[config.mk]
export PLATFORM = sky130hd
export DESIGN_NAME = mesh_route_compute_core
export DESIGN_NICKNAME = d
export VERILOG_FILES = /design/src/hdl/mrc_pkg.sv /design/src/hdl/mesh_route_compute_core.sv
export VERILOG_INCLUDE_DIRS = /design/src /design/src/hdl
export SDC_FILE = /design/constraint.sdc
export NUM_CORES = 1
export LEC_CHECK = 0
export BUFFER_PORTS_ARGS = -buffer_cell sky130_fd_sc_hd__buf_4
export CAP_MARGIN = 0
export CORE_MARGIN = 8
export CORE_UTILIZATION = 40
export CTS_CLUSTER_DIAMETER = 80
export CTS_CLUSTER_SIZE = 24
export DETAILED_ROUTE_END_ITERATION = 10
export PLACE_DENSITY_LB_ADDON = 0.12
export SYNTH_ARGS = -nofsm -noshare
export SYNTH_HDL_FRONTEND = slang
export SYNTH_SLANG_ARGS = --single-unit
[constraint.sdc]
create_clock -name clk -period 1.55 [get_ports clk]
set_input_delay 0.31 -clock clk [delete_from_list [all_inputs] [get_ports clk]]
set_output_delay 0.31 -clock clk [all_outputs]
set_load 0.02 [all_outputs]
[src/hdl/assert_macros.svh]
// Assertion helpers used by the RTL
`ifndef ASSERT_MACROS_SVH
`define ASSERT_MACROS_SVH

`ifndef NO_ASSERTIONS

`define ASSERT_IMPLIES(label, clk, rst_n, ante, cons) \
	label: assert property (@(posedge clk) disable iff (!rst_n) (ante) |-> (cons)) \
		else $error("assertion failed");

`define ASSERT_NEXT(label, clk, rst_n, ante, cons) \
	label: assert property (@(posedge clk) disable iff (!rst_n) (ante) |=> (cons)) \
		else $error("assertion failed");

`else

`define ASSERT_IMPLIES(label, clk, rst_n, ante, cons)

`define ASSERT_NEXT(label, clk, rst_n, ante, cons)

`endif

`endif

[src/hdl/mrc_pkg.sv]
package mrc_pkg;

	localparam int NODE_W     = 6;
	localparam int NODE_COUNT = 1 << NODE_W;
	localparam int MESH_WIDTH_DEF = 8;

	localparam int VC_COUNT = 4;
	localparam logic [2:0] VC_CLAMP = 3'((VC_COUNT > 7) ? 7 : VC_COUNT);

	localparam logic [2:0] PORT_PX    = 3'd0;
	localparam logic [2:0] PORT_MX    = 3'd1;
	localparam logic [2:0] PORT_PY    = 3'd2;
	localparam logic [2:0] PORT_MY    = 3'd3;
	localparam logic [2:0] PORT_LOCAL = 3'd4;

	localparam logic [2:0] MODE_XY      = 3'd0;
	localparam logic [2:0] MODE_YX      = 3'd1;
	localparam logic [2:0] MODE_ROMM    = 3'd2;
	localparam logic [2:0] MODE_VALIANT = 3'd3;
	localparam logic [2:0] MODE_O1TURN  = 3'd4;
	localparam logic [2:0] MODE_WF      = 3'd5;

	localparam logic CFG_ROUTE_MODE = 1'b0;
	localparam logic CFG_OWN_NODE   = 1'b1;

	typedef struct packed {
		logic lt;
		logic gt;
	} dir_cmp_t;

endpackage

[src/hdl/mesh_route_compute_core.sv]
// Route computation for one router of a square 2-D mesh. Each item (destination
// node, O1TURN order bit, free VC counts at +x, +y and -y) yields one output port:
// 0 +x, 1 -x, 2 +y, 3 -y, 4 local. route_mode picks XY (codes 0, 2, 3 and the
// unused 6, 7), YX (1), O1TURN (4) or west-first adaptive (5); own_node is this
// router's row-major node number. One item is accepted every cycle while out_ready
// is high; the result passes through the input register and the result register
// around the coordinate tables and port selection. The user must write
// configuration only while no item is in flight; the block does not enforce it.
`include "assert_macros.svh"

module mesh_route_compute_core
	import mrc_pkg::*;
#(
	parameter int MESH_WIDTH = MESH_WIDTH_DEF
) (
	input  logic                clk,
	input  logic                arst_n,
	input  logic                cfg_write,
	input  logic                cfg_index,
	input  logic [NODE_W-1:0]   cfg_data,
	input  logic                in_valid,
	output logic                in_ready,
	input  logic [NODE_W-1:0]   dest_node,
	input  logic                yx_first,
	input  logic [2:0]          free_vc_plus_x,
	input  logic [2:0]          free_vc_plus_y,
	input  logic [2:0]          free_vc_minus_y,
	output logic                out_valid,
	input  logic                out_ready,
	output logic [2:0]          out_port
);

	localparam int XW     = (MESH_WIDTH > 1) ? $clog2(MESH_WIDTH) : 1;
	localparam int YMAX   = (NODE_COUNT - 1) / MESH_WIDTH;
	localparam int YW_RAW = $clog2(YMAX + 1);
	localparam int YW     = (YW_RAW < 1) ? 1 : YW_RAW;

	logic [2:0]        route_mode_q;
	logic [NODE_W-1:0] own_node_q;

	logic              v_s1;
	logic [NODE_W-1:0] dest_s1;
	logic              yx_s1;
	logic [2:0]        px_s1;
	logic [2:0]        py_s1;
	logic [2:0]        my_s1;

	logic              out_valid_q;
	logic [2:0]        out_port_q;

	logic              s1_move;
	logic [2:0]        port_next;

	logic [XW-1:0]     x_tab [NODE_COUNT];
	logic [YW-1:0]     y_tab [NODE_COUNT];

	dir_cmp_t          dx;
	dir_cmp_t          dy;
	logic [2:0]        px_c;
	logic [2:0]        py_c;
	logic [2:0]        my_c;
	logic [2:0]        port_xy;
	logic [2:0]        port_yx;
	logic [2:0]        port_wf;

	for (genvar i = 0; i < NODE_COUNT; i++) begin : g_coord
		localparam int XI = i % MESH_WIDTH;
		localparam int YI = i / MESH_WIDTH;
		assign x_tab[i] = XW'(XI);
		assign y_tab[i] = YW'(YI);
	end

	always_ff @(posedge clk or negedge arst_n) begin
		if (!arst_n) begin
			route_mode_q <= MODE_XY;
			own_node_q   <= '0;
		end else if (cfg_write) begin
			unique case (cfg_index)
				CFG_ROUTE_MODE: route_mode_q <= cfg_data[2:0];
				CFG_OWN_NODE:   own_node_q   <= cfg_data;
				default:        ;
			endcase
		end
	end

	assign s1_move  = !out_valid_q || out_ready;
	assign in_ready = !v_s1 || s1_move;

	always_ff @(posedge clk or negedge arst_n) begin
		if (!arst_n) begin
			v_s1        <= 1'b0;
			out_valid_q <= 1'b0;
		end else begin
			if (in_ready) begin
				v_s1 <= in_valid;
			end
			if (s1_move) begin
				out_valid_q <= v_s1;
			end
		end
	end

	always_ff @(posedge clk) begin
		if (in_valid && in_ready) begin
			dest_s1 <= dest_node;
			yx_s1   <= yx_first;
			px_s1   <= free_vc_plus_x;
			py_s1   <= free_vc_plus_y;
			my_s1   <= free_vc_minus_y;
		end
		if (s1_move && v_s1) begin
			out_port_q <= port_next;
		end
	end

	always_comb begin
		dx.lt = x_tab[dest_s1] < x_tab[own_node_q];
		dx.gt = x_tab[dest_s1] > x_tab[own_node_q];
		dy.lt = y_tab[dest_s1] < y_tab[own_node_q];
		dy.gt = y_tab[dest_s1] > y_tab[own_node_q];
		px_c  = (px_s1 > VC_CLAMP) ? VC_CLAMP : px_s1;
		py_c  = (py_s1 > VC_CLAMP) ? VC_CLAMP : py_s1;
		my_c  = (my_s1 > VC_CLAMP) ? VC_CLAMP : my_s1;
	end

	always_comb begin
		priority if (dx.lt) port_xy = PORT_MX;
		else if (dx.gt)     port_xy = PORT_PX;
		else if (dy.lt)     port_xy = PORT_MY;
		else if (dy.gt)     port_xy = PORT_PY;
		else                port_xy = PORT_LOCAL;

		priority if (dy.lt) port_yx = PORT_MY;
		else if (dy.gt)     port_yx = PORT_PY;
		else if (dx.lt)     port_yx = PORT_MX;
		else if (dx.gt)     port_yx = PORT_PX;
		else                port_yx = PORT_LOCAL;

		// east-bound: take the y port only on strictly more free VCs
		priority if (dx.gt && dy.lt) port_wf = (my_c > px_c) ? PORT_MY : PORT_PX;
		else if (dx.gt && dy.gt)     port_wf = (py_c > px_c) ? PORT_PY : PORT_PX;
		else                         port_wf = port_xy;
	end

	always_comb begin
		unique case (route_mode_q)
			MODE_YX:     port_next = port_yx;
			MODE_O1TURN: port_next = yx_s1 ? port_yx : port_xy;
			MODE_WF:     port_next = port_wf;
			default:     port_next = port_xy;
		endcase
	end

	assign out_valid = out_valid_q;
	assign out_port  = out_port_q;

	`ASSERT_IMPLIES(a_port_range, clk, arst_n, out_valid_q, out_port_q <= PORT_LOCAL)
	`ASSERT_IMPLIES(a_self_local, clk, arst_n, v_s1 && (dest_s1 == own_node_q), port_next == PORT_LOCAL)
	`ASSERT_NEXT(a_s1_hold, clk, arst_n, v_s1 && !s1_move, v_s1 && $stable(dest_s1))

endmodule
==> results by group <==
Status
  – Outcome: finished, violations left
  – Failing checks: setup timing

Clock tree
  – Worst-path clk slew: 0.10 ns
  – TritonCTS clock tree: yes
  – Root buffer cell: clkbuf_4
  – Clock tree buffer depth: 2
  – Clk Latency, worst-skew pair: 0.32 ns
  – H-tree Lvls: 2
  – Setup bufs post-CTS: 0
  – Clock sink count: 30
  – CTS Buf Count: 5

Final layout
  – Finished Cell Area: 1996 um^2
  – P&R area growth vs syn: 39.30%
  – Layout cells sized above 1: 0.4557
  – Final net count: 197
  – ANT cells: 0

Synthesis
  – #FFs+latches synth: 30
  – Syn_area_per_cell: 12.68 um^2
  – Ys async rst share: 0.3667
  – Post-synth top cells: edfxtp_1, ha_1, dfrtp_1
  – Main combinational cell family by area after synthesis: simple AND/OR/NAND/NOR gates
  – Number of synthesized flops with an enable pin: 19
  – Synth warn: 0
  – Leading post-synthesis cells by cell area: edfxtp_1, dfrtp_1, ha_1, mux2_2, nand2_1
  – Cells after synthesis: 113
  – Most numerous cell in the Yosys netlist: edfxtp_1
  – Post-synthesis net count: 153
  – Synth cell types: 26
  – Post-synth top flop: edfxtp_1
  – Synth Cell Area: 1433 um^2
  – Xor/xnor share of the synthesized area: 0
  – Area leader, netlist: edfxtp_1
  – Compound-gate portion of the synthesized area: 0.08297
  – Post-Synth Adder-Cell Area: 0.1048
  – Proportion of synthesized area in mux cells: 0.07074
  – Yosys top cell area share: 0.3983
  – Simple-gate portion of the synthesized area: 0.1301
  – Sequential area share after synthesis: 0.5904

Routing
  – Drt first-iter violations: 49
  – Vias per inst: 4.985
  – Antenna viol nets, final: 0
  – Length of the first detailed-routing pass in iterations: 4
  – Drt wl/cell: 14.29 um
  – WL final: 2.915 mm
  – Detailed-route via count: 1017
  – # DRC: 0

Worst setup path
  – CP max-delay cell: edfxtp_1
  – CP Max Fanout: 3
  – Reg-to-reg startpoint: px_s1[2]$_DFFE_PP_
  – Crit-path leading delay family: flip-flops
  – CP endpoint kind: flop
  – Worst path required time: 1.72 ns
  – R2R cell count: 8
  – Startpoint types: flop
  – Flop-to-flop setup slack: -0.10 ns
  – Worst Path Arrival: 1.82 ns
  – Worst path bufs/invs: 1
  – RR Endpoint: out_port[1]$_DFFE_PP_
  – Critical path type: reg -> reg
  – Crit-path max cell delay: 0.42 ns
  – Worst setup startpoint: px_s1[2]$_DFFE_PP_
  – Worst-path cell chain: inv_2 -> nand2_4 -> ha_4 -> nand3b_1 -> nand2_1 -> a21oi_2 -> a31o_1 -> o21ai_1

Placement
  – Last weighted congestion value of the routability-driven placer: 0.7522
  – Post-DP HPWL: 2.208 mm
  – Placed cell area: 1762 um^2
  – Place WS: -0.1547 ns
  – Buffers on Ports: 32

Worst hold path
  – Hold crit path type: in -> reg
  – Hold Path Sink: dest_s1[4]$_DFFE_PP_
  – Hold Startpoint: dest_node[4]
  – Hold Path Stages: 1

Floorplanning
  – DIE HEIGHT: 75.85 um
  – Core box area: 3390 um^2
  – I/O pin count: 33
  – Starting density of the core: 0.4227
  – Die footprint: 5752 um^2
  – Die width: 75.85 um
  – Std-Cell Rows: 21

Timing
  – Highest clock rate: 605.6 MHz
  – Hold_ws: 0.1543 ns
  – Final worst-path cycle share: 1.065
  – Skew final: 0.006823 ns
  – Slew margin rel.: 0.7412
  – Final setup viols: 2
  – Fin crit period: 1.651 ns
  – Setup TNS: -0.2005 ns
  – RSZ-0062 raised after global routing: true
  – Final Hold Violating Endpoints: 0
  – Worst setup margin: -0.1014 ns
  – Max Slew Vio Count: 0
  – Worst slew pin tran: 0.3881 ns

Job
  – Max_cap viols: 0

Power and ir drop
  – Static leakage: 0.0008332 uW
  – VDD IR max: 0.5718 mV
  – P per Cell Area: 1120 nW/um^2

Global route
  – First-pass GRT wire length: 4.947 mm
  – Largest net degree at the start of global routing: 17
  – Grt ovf: 0
  – GRT Util Overall: 0.1179
  – Initial antenna violation count: 0
  – Vias in the first global route: 1163
## cell type report
type                    count  area (um^2)
inverters                   8        30.03
fillers                   286         1394
clock buffers               7        76.32
flip-flops and latches     30        845.8
multi-input cells          75        671.9
well taps                  46        57.56
clock inverters             1        30.03
repair buffers             37        284.0
## where the power goes
part	internal [uW]	switching (uW)
clock network	482	267
registers	943	45.5
logic	259	240
total	1680	553
## kinds of logic (layout without fill, tap and decap cells)
kind of cell / Yosys count / in the layout
adders and majority gates: 12 / 12
and+or+nand+nor: 36 / 36
muxes: 9 / 9
buffers and inverters: 8 / 53
AOI/OAI and AO/OA: 18 / 18
DFF: 30 / 30
## flip-flops by register name, indices dropped and copies added (netlist names)
name	cells
dest_s1	6
own_node_q	6
my_s1	3
out_port	3
px_s1	3
py_s1	3
route_mode_q	3
out_valid	1
v_s1	1
yx_s1	1
## worst max-delay path by stage
| stage | end | slack [ns] | cells past startpoint |
|---|---|---|---|
| 2_1_floorplan | out_port[0]$_DFFE_PP_ | 0.009 | 7 |
| 3_3_place_gp | out_port[1]$_DFFE_PP_ | -0.09 | 8 |
| 3_5_place_dp | out_port[1]$_DFFE_PP_ | -0.15 | 8 |
| 4_1_cts | out_port[0]$_DFFE_PP_ | -0.10 | 8 |
| 5_1_grt | out_port[1]$_DFFE_PP_ | -0.21 | 8 |
| 6_report | out_port[1]$_DFFE_PP_ | -0.10 | 8 |
## per-layer routing
metal  GRT usage  vias to the layer above  wire [um]
met1      0.1288                      482       1266
met3     0.04211                        5        178
met5           0                        -          0
met2      0.1968                       28       1434
met4     0.05970                        0         36
li1            -                      502          -
## layout by cell type (no fill, tap or decap), types with 2 or more instances in the layout
master / n
nand2b_1: 5
nor2b_1: 3
o21ai_1: 3
o211ai_1: 2
a21oi_1: 2
ha_1: 6
nand3_1: 3
mux2_2: 9
nand4_1: 2
buf_4: 35
inv_1: 7
dfrtp_1: 11
nor2_1: 5
nand2_1: 8
nand3b_1: 2
nor2b_2: 2
ha_4: 6
clkbuf_4: 5
edfxtp_1: 19
a21oi_2: 3
## worst reg2reg max path, delay by kind of cell, from the launching register on
family / cells / cell delay, ns
compound gates: 3 / 0.41
fa+ha+maj: 1 / 0.28
buf+inv: 1 / 0.15
flops: 1 / 0.42
simple gates: 3 / 0.24
## timing repair
item	CTS	global route
gates resized for setup	9	9
pin swaps	3	10
hold buffers	1	0
setup endpoints to repair	2	2
gates cloned	0	0
endpoints found under the hold margin	11	0
## through the flow
step | instances | power, uW | utilization
after global placement | 195 | 1420 | 0.5197
after CTS | 204 | 2229 | 0.5740
final | 204 | 2236 | 0.5888
after detailed placement | 195 | 1439 | 0.5197
after floorplan | 113 | 1267 | -
after global routing | 204 | 2364 | 0.5888
(Power assumes the default switching activity.)
